--- config.mk ---
export PLATFORM = sky130hd
export DESIGN_NAME = biphase_ir_frame_encoder_core
export DESIGN_NICKNAME = d
export VERILOG_FILES = /design/src/bife_pkg.sv /design/src/biphase_ir_frame_encoder_core.sv /design/src/bife_frame_sreg.sv /design/src/bife_run_merge.sv
export VERILOG_INCLUDE_DIRS = /design/src /design/src/src
export SDC_FILE = /design/constraint.sdc
export NUM_CORES = 1
export LEC_CHECK = 0
export BUFFER_PORTS_ARGS = -buffer_cell sky130_fd_sc_hd__buf_4
export CORE_UTILIZATION = 55
export DETAILED_ROUTE_END_ITERATION = 8
export PLACE_DENSITY = 0.75
export SYNTH_ARGS = -nofsm -noshare
export SYNTH_HDL_FRONTEND = slang
export SYNTH_HIERARCHICAL = 1
export SYNTH_SLANG_ARGS = --single-unit
--- constraint.sdc ---
create_clock -name clk -period 4.25 [get_ports clk]
set_input_delay 0.6375 -clock clk [delete_from_list [all_inputs] [get_ports clk]]
set_output_delay 0.6375 -clock clk [all_outputs]
set_load 0.01 [all_outputs]
--- src/biphase_ir_frame_encoder_core_macros.svh ---
// Assertion macros shared by the biphase IR frame encoder RTL.
`ifndef BIPHASE_IR_FRAME_ENCODER_CORE_MACROS_SVH
`define BIPHASE_IR_FRAME_ENCODER_CORE_MACROS_SVH

`ifndef SYNTHESIS
// Same-cycle implication, sampled on clk, off during reset.
`define BIFE_ASSERT_SAME(label, ante, cons, msg) \
    label: assert property (@(posedge clk) disable iff (!rst_n) (ante) |-> (cons)) \
        else $error(msg);
// Next-cycle implication, sampled on clk, off during reset.
`define BIFE_ASSERT_NEXT(label, ante, cons, msg) \
    label: assert property (@(posedge clk) disable iff (!rst_n) (ante) |=> (cons)) \
        else $error(msg);
`else
`define BIFE_ASSERT_SAME(label, ante, cons, msg)
`define BIFE_ASSERT_NEXT(label, ante, cons, msg)
`endif

`endif

--- src/bife_pkg.sv ---
// Shared widths, register indexes and types of the biphase IR frame encoder.
package bife_pkg;

    localparam int HALF_PERIOD_W = 12;
    localparam int DEVICE_CODE_W = 13;
    localparam int COMMAND_W     = 6;
    localparam int DURATION_W    = 13;
    localparam int TOTAL_W       = 18;
    localparam int CFG_INDEX_W   = 1;
    localparam int CFG_DATA_W    = 13;

    localparam logic [HALF_PERIOD_W-1:0] HALF_PERIOD_RESET = 12'd320;
    localparam logic [DEVICE_CODE_W-1:0] DEVICE_CODE_RESET = 13'd0;

    localparam logic [CFG_INDEX_W-1:0] REG_HALF_PERIOD = 1'b0;
    localparam logic [CFG_INDEX_W-1:0] REG_DEVICE_CODE = 1'b1;

    // One biphase half bit handed from the frame shifter to the run merger.
    typedef struct packed {
        logic valid;
        logic level;
        logic tail;
    } half_t;

endpackage

--- src/biphase_ir_frame_encoder_core.sv ---
// Top level of the biphase IR frame encoder: config registers, frame shifter, run merger.
//
// Channel   | Direction | Transfer when         | Payload
// ----------+-----------+-----------------------+------------------------------------------
// request   | in        | start && !busy        | command_code, repeat_frame
// config    | in        | cfg_write             | cfg_index, cfg_data
// result    | out       | result_strobe         | pulse_level, duration, last, frame_total
//
// A frame holds F = DEVICE_BITS + COMMAND_BITS + 4 bits. After the request transfer,
// the frame shift register hands one biphase half bit per cycle to the run merger,
// and a flush step then emits the trailing run; busy stays high until the flush is
// done, so no request is taken before that. Results appear as they form, at
// most one per cycle. Reset clears control state and loads half_period = 320 and
// device_code = 0. The result side cannot stall, so busy depends only on the frame.
`include "biphase_ir_frame_encoder_core_macros.svh"

module biphase_ir_frame_encoder_core #(
    parameter int DEVICE_BITS  = 13,
    parameter int COMMAND_BITS = 6
) (
    input  logic                             clk,
    input  logic                             rst_n,
    input  logic                             start,
    output logic                             busy,
    input  logic [bife_pkg::COMMAND_W-1:0]   command_code,
    input  logic                             repeat_frame,
    input  logic                             cfg_write,
    input  logic [bife_pkg::CFG_INDEX_W-1:0] cfg_index,
    input  logic [bife_pkg::CFG_DATA_W-1:0]  cfg_data,
    output logic                             result_strobe,
    output logic                             pulse_level,
    output logic [bife_pkg::DURATION_W-1:0]  duration,
    output logic                             last,
    output logic [bife_pkg::TOTAL_W-1:0]     frame_total
);
    import bife_pkg::*;

    logic [HALF_PERIOD_W-1:0] half_period_reg, half_period_next;
    logic [DEVICE_CODE_W-1:0] device_code_reg, device_code_next;

    logic  accept;
    half_t half;
    logic  flush_pending;

    // The user must issue register writes only while idle; the block does not guard this.
    always_comb
    begin
        half_period_next = half_period_reg;
        device_code_next = device_code_reg;
        if (cfg_write)
        begin
            unique case (cfg_index)
                REG_HALF_PERIOD: half_period_next = cfg_data[HALF_PERIOD_W-1:0];
                REG_DEVICE_CODE: device_code_next = cfg_data[DEVICE_CODE_W-1:0];
                default:         half_period_next = half_period_reg;
            endcase
        end
    end

    always_ff @(posedge clk or negedge rst_n)
    begin
        if (!rst_n)
        begin
            half_period_reg <= HALF_PERIOD_RESET;
            device_code_reg <= DEVICE_CODE_RESET;
        end
        else
        begin
            half_period_reg <= half_period_next;
            device_code_reg <= device_code_next;
        end
    end

    // Accept a request only when neither the shifter nor the flush is in flight.
    assign busy   = half.valid || flush_pending;
    assign accept = start && !busy;

    bife_frame_sreg #(
        .DEVICE_BITS  (DEVICE_BITS),
        .COMMAND_BITS (COMMAND_BITS)
    ) u_sreg (
        .clk          (clk),
        .rst_n        (rst_n),
        .load         (accept),
        .device_code  (device_code_reg),
        .command_code (command_code),
        .repeat_frame (repeat_frame),
        .half         (half)
    );

    // Merge halves into pulse/space runs; drop nothing, hold the open run.
    bife_run_merge u_merge (
        .clk           (clk),
        .rst_n         (rst_n),
        .clear         (accept),
        .half          (half),
        .half_period   (half_period_reg),
        .flush_pending (flush_pending),
        .result_strobe (result_strobe),
        .pulse_level   (pulse_level),
        .duration      (duration),
        .last          (last),
        .frame_total   (frame_total)
    );

    // The closing run is always a single half, since a bit's halves differ.
    `BIFE_ASSERT_SAME(a_last_single_half, result_strobe && last,
        duration == DURATION_W'(half_period_reg), "final run is not one half period")
    `BIFE_ASSERT_SAME(a_total_only_on_last, result_strobe && !last,
        frame_total == '0, "frame total shown on a non-final result")
    `BIFE_ASSERT_SAME(a_mid_result_busy, result_strobe && !last,
        busy, "non-final result while idle")
    `BIFE_ASSERT_NEXT(a_accept_busy, start && !busy,
        busy, "busy not raised after a request transfer")

endmodule

--- src/bife_frame_sreg.sv ---
// Frame shift register: builds the bit frame and walks it one half bit per cycle.
module bife_frame_sreg #(
    parameter int DEVICE_BITS  = 13,
    parameter int COMMAND_BITS = 6
) (
    input  logic                               clk,
    input  logic                               rst_n,
    input  logic                               load,
    input  logic [bife_pkg::DEVICE_CODE_W-1:0] device_code,
    input  logic [bife_pkg::COMMAND_W-1:0]     command_code,
    input  logic                               repeat_frame,
    output bife_pkg::half_t                    half
);
    import bife_pkg::*;

    localparam int FRAME_BITS = DEVICE_BITS + COMMAND_BITS + 4;
    localparam int CNT_W      = $clog2(FRAME_BITS + 1);
    localparam int DEV_EXT_W  = (DEVICE_BITS > DEVICE_CODE_W) ? DEVICE_BITS : DEVICE_CODE_W;
    localparam int CMD_EXT_W  = (COMMAND_BITS > COMMAND_W) ? COMMAND_BITS : COMMAND_W;

    logic [DEV_EXT_W-1:0]  dev_ext;
    logic [CMD_EXT_W-1:0]  cmd_ext;
    logic [FRAME_BITS-1:0] frame_load;

    logic [FRAME_BITS-1:0] frame_reg, frame_next;
    logic [CNT_W-1:0]      cnt_reg, cnt_next;
    logic                  phase_reg, phase_next;
    logic                  active;

    // Missing high bits of a wide field go out as zero.
    assign dev_ext    = DEV_EXT_W'(device_code);
    assign cmd_ext    = CMD_EXT_W'(command_code);
    assign frame_load = {1'b1, dev_ext[DEVICE_BITS-1:0], repeat_frame, 1'b0,
                         cmd_ext[COMMAND_BITS-1:0], ~command_code[0]};

    assign active = (cnt_reg != '0);

    always_comb
    begin
        frame_next = frame_reg;
        cnt_next   = cnt_reg;
        phase_next = phase_reg;
        if (load)
        begin
            frame_next = frame_load;
            cnt_next   = CNT_W'(FRAME_BITS);
            phase_next = 1'b0;
        end
        else if (active)
        begin
            phase_next = ~phase_reg;
            if (phase_reg)
            begin
                frame_next = {frame_reg[FRAME_BITS-2:0], 1'b0};
                cnt_next   = cnt_reg - CNT_W'(1);
            end
        end
    end

    always_ff @(posedge clk or negedge rst_n)
    begin
        if (!rst_n)
        begin
            cnt_reg   <= '0;
            phase_reg <= 1'b0;
        end
        else
        begin
            cnt_reg   <= cnt_next;
            phase_reg <= phase_next;
        end
    end

    always_ff @(posedge clk)
    begin
        frame_reg <= frame_next;
    end

    // First half carries the bit, second half its inverse.
    assign half.valid = active;
    assign half.level = frame_reg[FRAME_BITS-1] ^ phase_reg;
    assign half.tail  = phase_reg && (cnt_reg == CNT_W'(1));

endmodule

--- src/bife_run_merge.sv ---
// Run merger: joins equal adjacent halves into durations and registers each result.
module bife_run_merge (
    input  logic                               clk,
    input  logic                               rst_n,
    input  logic                               clear,
    input  bife_pkg::half_t                    half,
    input  logic [bife_pkg::HALF_PERIOD_W-1:0] half_period,
    output logic                               flush_pending,
    output logic                               result_strobe,
    output logic                               pulse_level,
    output logic [bife_pkg::DURATION_W-1:0]    duration,
    output logic                               last,
    output logic [bife_pkg::TOTAL_W-1:0]       frame_total
);
    import bife_pkg::*;

    logic                  have_reg, have_next;
    logic                  level_reg, level_next;
    logic [DURATION_W-1:0] len_reg, len_next;
    logic [TOTAL_W-1:0]    total_reg, total_next;
    logic                  flush_reg, flush_next;

    logic                  strobe_reg, strobe_next;
    logic                  out_level_reg, out_level_next;
    logic [DURATION_W-1:0] out_dur_reg, out_dur_next;
    logic                  out_last_reg, out_last_next;
    logic [TOTAL_W-1:0]    out_total_reg, out_total_next;

    logic [DURATION_W-1:0] hp_ext;

    assign hp_ext = DURATION_W'(half_period);

    always_comb
    begin
        have_next      = have_reg;
        level_next     = level_reg;
        len_next       = len_reg;
        total_next     = total_reg;
        flush_next     = flush_reg;
        strobe_next    = 1'b0;
        out_level_next = out_level_reg;
        out_dur_next   = out_dur_reg;
        out_last_next  = out_last_reg;
        out_total_next = out_total_reg;
        if (clear)
        begin
            have_next  = 1'b0;
            total_next = '0;
            flush_next = 1'b0;
        end
        else if (flush_reg)
        begin
            // Flush the trailing run with the frame total.
            strobe_next    = 1'b1;
            out_level_next = level_reg;
            out_dur_next   = len_reg;
            out_last_next  = 1'b1;
            out_total_next = total_reg + TOTAL_W'(len_reg);
            total_next     = out_total_next;
            have_next      = 1'b0;
            flush_next     = 1'b0;
        end
        else if (half.valid)
        begin
            if (have_reg && (level_reg == half.level))
            begin
                len_next = len_reg + hp_ext;
            end
            else
            begin
                if (have_reg)
                begin
                    strobe_next    = 1'b1;
                    out_level_next = level_reg;
                    out_dur_next   = len_reg;
                    out_last_next  = 1'b0;
                    out_total_next = '0;
                    total_next     = total_reg + TOTAL_W'(len_reg);
                end
                have_next  = 1'b1;
                level_next = half.level;
                len_next   = hp_ext;
            end
            if (half.tail)
            begin
                flush_next = 1'b1;
            end
        end
    end

    always_ff @(posedge clk or negedge rst_n)
    begin
        if (!rst_n)
        begin
            have_reg   <= 1'b0;
            flush_reg  <= 1'b0;
            strobe_reg <= 1'b0;
        end
        else
        begin
            have_reg   <= have_next;
            flush_reg  <= flush_next;
            strobe_reg <= strobe_next;
        end
    end

    always_ff @(posedge clk)
    begin
        level_reg     <= level_next;
        len_reg       <= len_next;
        total_reg     <= total_next;
        out_level_reg <= out_level_next;
        out_dur_reg   <= out_dur_next;
        out_last_reg  <= out_last_next;
        out_total_reg <= out_total_next;
    end

    assign flush_pending = flush_reg;
    assign result_strobe = strobe_reg;
    assign pulse_level   = out_level_reg;
    assign duration      = out_dur_reg;
    assign last          = out_last_reg;
    assign frame_total   = out_total_reg;

endmodule
==> flow_metrics.tcl, run 1 <==
set metrics [dict create \
    finClkSkew_ps 7.92 \
    yosysWarnings 6 \
    p_total_uw 7200 \
    cts_num_sinks 122 \
    cap_violations 0 \
    worst_slew_pin_slew_ps 943 \
    crit_path_max_fanout 45 \
    portBuffers 59 \
    grt_max_degree 46 \
    rrSetupSlack_ps 980 \
    global_route.usage.met2_pct 39.6 \
    io_pins 60 \
    synth.most_common_cell "edfxtp_1" \
    nNetsFinal 676 \
    grt_use_met1_pct 28.9 \
    antenna_found_initial 0 \
    period_share_pct 76.9 \
    p_leak_uw 0.00308 \
    ir_drop_uv 414 \
    grt_use_met3_pct 5.85 \
    initial_core_util_pct 56.9 \
    synthesis.area_mm2 0.00619 \
    cts_resized 0 \
    max_freq_mhz 306 \
    slew_headroom_pct 37.1 \
    syn_nets 617 \
    cts_buffers 17 \
    crit_required_ps 4450 \
    grtUsageTotal_pct 23.4 \
    post_drt_wl_per_cell_um 16.4 \
    finalSetupViolCount 0 \
    post_cts_buffers 0 \
    ctsHoldBuffers 0 \
    clkTransAtPathRegs_ps 60 \
    rsz0062_at_grt "false" \
    clock_latency_ps 530 \
    grt.busiest_layer "met2" \
    synthTopCellsByArea "edfxtp_1 33%, dfrtp_1 13%, dfxtp_1 6.5%" \
    largest_reg_flops 23 \
    rows 38 \
    vias 4539 \
    finalWirelength_mm 12.6 \
    synth_ff_type "edfxtp_1" \
    timing.final.ws_setup_ps 983 \
    post-dp-hpwl_mm 8.67 \
    area_growth_pct 18.7 \
    cts_buffer_depth 2 \
    yosys.area.top_type_share_pct 33.0 \
    grt_pass1_wl_mm 20.9 \
    critical_path_arrival_ps 3470 \
    outcome "complete, no violations" \
    startpoint_type "register" \
    place_congestion 0.876 \
    synthCells 562 \
    finalSetupTns_ps 0 \
    yosysTopAreaCell "edfxtp_1" \
    p_per_area_mw_per_mm2 980 \
    cts_tree "yes" \
    core_area_mm2 0.0109 \
    hp-class "in2async" \
    cts_root_buffer "clkbuf_8" \
    avgViaCountPerCell 5.87 \
    antenna_cells 0 \
    syn_avg_cell_area_um2 11.0 \
    firstDrtPassIters 4 \
    path_class "reg2reg" \
    grt_overflow 0 \
    report.final.slew_viol_count 0 \
    cp-end-kind "register" \
    die_area_mm2 0.0117 \
    yosysSeqAreaShare_pct 53.2 \
    async_flop_share_pct 27.9 \
    htreeDepth 4 \
    drive_gt1_share_pct 21.0 \
    final_hold_viol_count 0 \
    dpl_worst_slack_ps 1020 \
    fin_cells 773 \
    die_w_um 108 \
    dpl.cell_count 742 \
    synth_edf_count 68 \
    holdWs_ps 55.5 \
    die_h_um 108 \
    drt_iter0_drc 272 \
    netlist_top_cells_count "68 x edfxtp_1, 61 x nand2_1, 51 x o21ai_0, 33 x nand3_1, 32 x dfrtp_1" \
    drcViolationCount 0 \
    first_global_vias 4369 \
    ys_ff_latch 122 \
    fin_crit_ps 3270 \
    synth_cell_types 57 \
    antenna_left 0 \
]
-- per-layer routing --
metal / up-vias / routed length [µm]
met5: - / 0
met3: 28 / 646
met1: 2184 / 5380
met4: 0 / 247
li1: 2168 / -
met2: 159 / 6380
-- critical path: stages (launching register included) --
cell	delay, ps
dfrtp_1	410
inv_1	120
ha_1	180
nor4b_4	420
inv_2	320
or2_2	400
nor2_4	150
buf_4	380
inv_1	190
nand2_1	90
buf_4	270
-- path summary, 6_finish.rpt --
check | end | cells after the start | from
setup / recovery | u_sreg/frame_reg[12] | 10 | u_sreg/cnt_reg[0]
hold / removal | device_code_reg[9] | 1 | rst_n
setup reg to reg | u_sreg/frame_reg[12] | 10 | u_sreg/cnt_reg[0]
hold reg to reg | u_merge/total_reg[5] | 2 | u_merge/total_reg[5]
max in group asynchronous | half_period_reg[6] | 1 | rst_n
min in group clk | device_code_reg[12] | 2 | cfg_data[12]
-- cells by family after synthesis --
group	count (synthesis)	synth area share (%)
AOI/OAI and AO/OA	132	13.1
xor gates and xnor gates	23	3.25
and+or+nand+nor	186	15.3
adders and majority gates	30	6.30
DFF	122	53.2
buffers and inverters	39	2.81
muxes	30	6.02
-- cells in the final DEF, fill, tap and decap left out, types with 3 or more instances in the layout --
cell type / netlist / final
a211oi_1: 6 / 6
a21o_1: 8 / 8
a21oi_1: 30 / 30
a31oi_1: 3 / 3
and2_1: 13 / 13
and3_1: 6 / 6
buf_4: 2 / 65
bufinv_16: 0 / 5
clkbuf_16: 0 / 16
clkinv_1: 2 / 6
clkinv_2: 0 / 3
dfrtp_1: 32 / 32
dfxtp_1: 20 / 20
edfxtp_1: 68 / 68
ha_1: 28 / 28
inv_1: 11 / 11
mux2_2: 18 / 18
mux2_4: 10 / 10
nand2_1: 61 / 61
nand2b_1: 5 / 5
nand3_1: 33 / 33
nand4_1: 6 / 6
nor2_1: 25 / 23
nor2b_1: 4 / 4
nor3_1: 11 / 11
nor4_1: 3 / 3
o211ai_1: 8 / 8
o21a_1: 10 / 10
o21ai_0: 51 / 51
o21bai_1: 5 / 5
o31ai_1: 4 / 4
or3_1: 3 / 3
or4b_1: 3 / 3
xnor2_1: 9 / 9
xor2_1: 14 / 14
-- final cells by class --
type	count	area [µm²]
flip-flops and latches	122	3300
multi-input cells	401	2740
inverters	14	52.6
repair buffers	65	488
fillers	836	3540
clock inverters	12	180
clock buffers	19	422
well taps	140	175
-- metrics by stage --
step / utilization, % / instance area [µm²]
2_1_floorplan: - / 6190
3_3_place_gp: 62.0 / 6750
3_5_place_dp: 62.0 / 6750
4_1_cts: 67.5 / 7350
5_1_grt: 67.5 / 7350
6_report: 67.5 / 7350
-- power by group --
part           switching [µW]  leakage [µW]  total, µW  internal [µW]
sequential                290       0.00126       2360           2070
clock                     482      0.000295       1480            995
combinational            2010       0.00153       3360           1350
Power figures use the tool's default switching activity.
==> inputs of run 2 (changes only) <==
--- a/config.mk
+++ b/config.mk
@@ -7,9 +7,9 @@
 export NUM_CORES = 1
 export LEC_CHECK = 0
 export BUFFER_PORTS_ARGS = -buffer_cell sky130_fd_sc_hd__buf_4
-export CORE_UTILIZATION = 55
+export CORE_UTILIZATION = 54
 export DETAILED_ROUTE_END_ITERATION = 8
-export PLACE_DENSITY = 0.75
+export PLACE_DENSITY = 0.77
 export SYNTH_ARGS = -nofsm -noshare
 export SYNTH_HDL_FRONTEND = slang
 export SYNTH_HIERARCHICAL = 1
==> constraint.sdc (replaced) <==
create_clock -name clk -period 3 [get_ports clk]
set_input_delay 0.45 -clock clk [delete_from_list [all_inputs] [get_ports clk]]
set_output_delay 0.45 -clock clk [all_outputs]
set_load 0.01 [all_outputs]
==> run 2 against run 1 <==
  * Cell area grew 0.82%
  * Clock skew decreased by 1.8 ps
  * Cell count grew 0.78%
  * Routed wire length up 2.6%
  * Combinational power is 44% higher
  * Sequential power increased by 42%
  * Setup slack worse by 700 ps
  * Global-route usage barely moved
  * Hold slack better by 230 ps
  * Via count is 0.73% higher
  * Maximum frequency increased by 20%
==> flow_metrics.tcl, run 2 (synthesis gave the netlist of run 1 again) <==
set metrics [dict create \
    drcViolationCount 0 \
    path_class "reg2reg" \
    firstDrtPassIters 5 \
    post_cts_buffers 0 \
    cts_buffers 17 \
    fin_crit_ps 2720 \
    cts_buffer_depth 2 \
    cts_root_buffer "clkbuf_16" \
    drt_iter0_drc 188 \
    outcome "complete, no violations" \
    first_global_vias 4440 \
    finalWirelength_mm 13.0 \
    die_area_mm2 0.0119 \
    worstRegToRegCells 8 \
    portBuffers 59 \
    final_area_mm2 0.00741 \
    p_leak_uw 0.00312 \
    place_area_mm2 0.00678 \
    crit_required_ps 3030 \
    final_hold_viol_count 0 \
    die_w_um 109 \
    crit_path_max_fanout 36 \
    finClkSkew_ps 6.09 \
    period_share_pct 90.5 \
    antenna_cells 0 \
    largest_reg_flops 23 \
    avgViaCountPerCell 5.87 \
    grt_pass1_wl_mm 21.2 \
    final_common_cell "buf_4" \
    cap_violations 0 \
    cts_tree "yes" \
    slew_headroom_pct 35.2 \
    nNetsFinal 681 \
    grt_overflow 0 \
    grt_max_degree 45 \
    core_area_mm2 0.0110 \
    die_h_um 109 \
    final_cell_mix "69 x buf_4, 68 x edfxtp_1, 61 x nand2_1, 51 x o21ai_0, 33 x nand3_1" \
    ctsHoldBuffers 1 \
    seq_area_mm2 0.00330 \
    place_congestion 0.900 \
    ir_drop_uv 647 \
    p_per_area_mw_per_mm2 1390 \
    report.final.slew_viol_count 0 \
    initial_core_util_pct 56.4 \
    worst_slew_pin_slew_ps 969 \
    cp-end-kind "register" \
    vias 4572 \
    drive_gt1_share_pct 21.9 \
    grtUsageTotal_pct 23.5 \
    holdPathStages 2 \
    critical_path_arrival_ps 2750 \
    post_drt_wl_per_cell_um 16.7 \
    rows 38 \
    antenna_found_initial 0 \
    clock_latency_ps 410 \
    fill_cells 839 \
    finalSetupViolCount 0 \
    clkTransAtPathRegs_ps 50 \
    startpoint_type "register" \
    htreeDepth 4 \
    max_freq_mhz 368 \
    post-dp-hpwl_mm 8.70 \
    cts_num_sinks 122 \
    area_growth_pct 19.7 \
    hp-class "in2reg" \
    finalSetupTns_ps 0 \
    antenna_left 0 \
    rsz0062_at_grt "false" \
    cts_resized 0 \
    io_pins 60 \
    multi_input_area_mm2 0.00274 \
]
run 2: routing by layer:
layer  up-vias  global-route usage, %  share of wire, %
met5         -                      0                 0
met3        16                   4.54               5.2
met1      2207                   29.7                42
met4         0                   9.85               1.4
li1       2189                      -                 -
met2       160                   39.2                51
run 2: stage by stage:
stage | cells | util, % | power [µW] | hold slack [ps] | setup slack (ps)
after floorplan | 562 | - | 6760 | 154 | 49.5
after global placement | 746 | 61.7 | 7900 | 419 | 404
after detailed placement | 746 | 61.7 | 8130 | 430 | 268
after CTS | 779 | 67.5 | 10300 | 269 | 261
after global routing | 779 | 67.5 | 11000 | 278 | 113
final | 779 | 67.5 | 10300 | 284 | 285
run 2: power by group:
part	internal, µW	switching [µW]	total (µW)	leakage (µW)
registers	2930	428	3360	0.00126
logic	1950	2870	4830	0.00155
clock network	1450	685	2130	0.000308
total	6330	3990	10300	0.00312
run 2: area by class of cell:
cell class              instances  area share (%)
well taps                     140            2.36
repair buffers                 70            7.12
clock inverters                 9            1.94
flip-flops and latches        122            44.5
clock buffers                  23            6.45
multi-input cells             401            36.9
inverters                      14           0.709
run 2: worst paths after layout:
kind                                           start              endpoint  slack [ps]
worst max register to register     u_sreg/cnt_reg[0]   u_merge/duration[4]         280
worst min-delay path                    cfg_data[12]   device_code_reg[12]         280
worst min register to register  u_merge/total_reg[5]  u_merge/total_reg[5]         460
worst max-delay path               u_sreg/cnt_reg[0]   u_merge/duration[4]         280
max in group asynchronous                      rst_n    half_period_reg[8]        2130
min in group asynchronous                      rst_n    device_code_reg[3]         530
run 2: worst max-delay path: stages, from the launching register on:
cell and delay, ps:
dfrtp_1 400, inv_1 110, ha_1 220, nor4b_4 160, inv_2 70, buf_4 280
nand2_1 110, o21a_1 220, nor2_4 740
==> inputs of run 3 (changes only) <==
--- a/config.mk
+++ b/config.mk
@@ -7,10 +7,10 @@
 export NUM_CORES = 1
 export LEC_CHECK = 0
 export BUFFER_PORTS_ARGS = -buffer_cell sky130_fd_sc_hd__buf_4
-export CORE_UTILIZATION = 54
+export CORE_UTILIZATION = 53
 export DETAILED_ROUTE_END_ITERATION = 8
-export PLACE_DENSITY = 0.77
+export GPL_TIMING_DRIVEN = 0
+export PLACE_DENSITY = 0.78
 export SYNTH_ARGS = -nofsm -noshare
 export SYNTH_HDL_FRONTEND = slang
-export SYNTH_HIERARCHICAL = 1
 export SYNTH_SLANG_ARGS = --single-unit
==> run 3 against run 2 <==
  * Count of clock-buffer cells in the layout is 5 lower
  * Critical endpoint is now u_merge.frame_total[14]
  * Setup slack worse by 30 ps
  * Largest cell class unchanged
  * Via count is 14% lower
  * Core utilization is 0.45 points lower
==> flow_metrics.tcl, run 3 <==
set metrics [dict create \
    clkTransAtPathRegs_ps 60 \
    post_drt_wl_per_cell_um 16.9 \
    synth_cell_types 54 \
    antenna_left 0 \
    utilization_pct 67.0 \
    synthCells 474 \
    period_share_pct 91.5 \
    fin_crit_ps 2750 \
    netlist_top_cells_count "68 x edfxtp_1, 41 x nand2_1, 32 x dfrtp_1, 31 x nor2_1" \
    largest_reg_flops 23 \
    die_w_um 107 \
    grt_max_degree 39 \
    yosysTopAreaCell "edfxtp_1" \
    crit_chain "ha_1, fa_1, a211oi_1, o21ai_0, a221oi_2, nor2_1, xnor2_1, nor2_1" \
    cp_num_buf_inv 0 \
    avgViaCountPerCell 5.61 \
    slew_headroom_pct 48.0 \
    drcViolationCount 0 \
    critical_path_arrival_ps 3010 \
    final_hold_viol_count 0 \
    fin_cells 702 \
    final_common_cell "edfxtp_1" \
    initial_core_util_pct 55.4 \
    yosysWarnings 0 \
    r2r_start "u_merge.len_reg[0]" \
    post-dp-hpwl_mm 8.25 \
    post_cts_buffers 0 \
    report.final.slew_viol_count 0 \
    cts_buffer_depth 2 \
    cts_tree "yes" \
    synth_edf_count 68 \
    die_h_um 107 \
    finClkSkew_ps 8.34 \
    hp-start "cfg_data[7]" \
    path_class "reg2reg" \
    antenna_cells 0 \
    drt_iter0_drc 168 \
    async_flop_share_pct 27.9 \
    vias 3938 \
    nNetsFinal 608 \
    cp-end-kind "register" \
    htreeDepth 4 \
    portBuffers 59 \
    rsz0062_at_grt "false" \
    syn_nets 529 \
    hp-class "in2reg" \
    area_growth_pct 21.0 \
    crit_required_ps 3260 \
    crit_path_max_fanout 5 \
    first_global_vias 4002 \
    firstDrtPassIters 4 \
    cts_num_sinks 122 \
    antenna_found_initial 0 \
    drive_gt1_share_pct 24.9 \
    cpPeakStageDelay_ps 440 \
    io_pins 60 \
    final_cell_mix "68 x edfxtp_1, 62 x buf_4, 40 x nand2_1, 32 x dfrtp_1, 31 x nor2_1" \
    outcome "complete, no violations" \
    yosys.area.top_type_share_pct 35.2 \
    cp_top_family "compound AO/OA/AOI/OAI gates" \
    yosysSeqAreaShare_pct 56.9 \
    cpMostUsedCell "nor2_1" \
    ys_ff_latch 122 \
    final_area_mm2 0.00701 \
    startpoint_type "register" \
    rows 37 \
    place_area_mm2 0.00641 \
    core_area_mm2 0.0105 \
    synth_ff_type "edfxtp_1" \
    grt_overflow 0 \
    cpMaxStageDelayCell "edfxtp_1" \
    cap_violations 0 \
    synthTopCellsByArea "edfxtp_1 35%, dfrtp_1 14%, dfxtp_1 6.9%" \
    worst_slew_pin_slew_ps 779 \
    finalWirelength_mm 11.9 \
    max_freq_mhz 364 \
    place_congestion 0.836 \
    syn_avg_cell_area_um2 12.2 \
    dpl.cell_count 669 \
    finalSetupViolCount 0 \
    cts_root_buffer "clkbuf_8" \
    cts_buffers 17 \
    grt_pass1_wl_mm 19.7 \
    synthesis.area_mm2 0.00580 \
    dpl_worst_slack_ps -27.7 \
    grtUsageTotal_pct 22.9 \
    timing.final.ws_setup_ps 254 \
    clock_latency_ps 530 \
    synth.most_common_cell "edfxtp_1" \
    startpoint "u_merge.len_reg[0]" \
    die_area_mm2 0.0114 \
]
-- run 3: cells by family (layout without fill, tap and decap cells) --
family | Yosys count | after routing | synth area share, %
buffers and inverters | 26 | 118 | 2.29
AO/OA/AOI/OAI | 115 | 115 | 13.3
XOR/XNOR | 32 | 32 | 5.09
AND/OR/NAND/NOR | 117 | 117 | 9.63
multiplexers | 32 | 32 | 6.11
flip-flops | 122 | 122 | 56.9
adder cells (fa/ha/maj) | 30 | 30 | 6.73
-- run 3: area by class of cell --
cell class                 count  area (µm²)
tap                          136         170
timing repair buffer          60         453
sequential                   122        3300
clock buffer                  18         418
buffer                        18         103
clock inverter                14         173
fill                         766        3450
inverter                       8        30.0
multi-input combinational    326        2370
-- run 3: final timing paths --
path | endpoint | slack [ps] | depth (start not counted)
max | u_merge.frame_total[14] | 250 | 8
min | half_period_reg[7] | 170 | 2
max reg2reg | u_merge.frame_total[14] | 250 | 8
min reg2reg | u_merge.total_reg[7] | 460 | 2
max in group asynchronous | half_period_reg[8] | 2240 | 2
min in group asynchronous | device_code_reg[6] | 420 | 2
-- run 3: metrics by stage --
stage               TNS (ps)  hold slack, ps
CTS                        0             152
detailed placement      -555             432
global route               0             158
global placement           0             428
floorplan                  0             154
finish                     0             168
-- run 3: timing repair --
action                                 4_1_cts  5_1_grt
resized for setup                            1        0
endpoints found under the hold margin       32        0
setup endpoints to repair                   21        0
hold buffers                                 1        0
-- run 3: routing by layer --
layer	vias to the layer above	part of all wire (%)	GRT usage [%]
met4	0	1.6	11.0
li1	1919	-	-
met3	18	3.8	4.19
met5	-	0	0
met2	102	50	37.6
met1	1899	45	29.3
Power of run 3 is left out: the tool's default activity adds up to more than one toggle a clock period on the data nets, which glitch-free logic cannot reach.
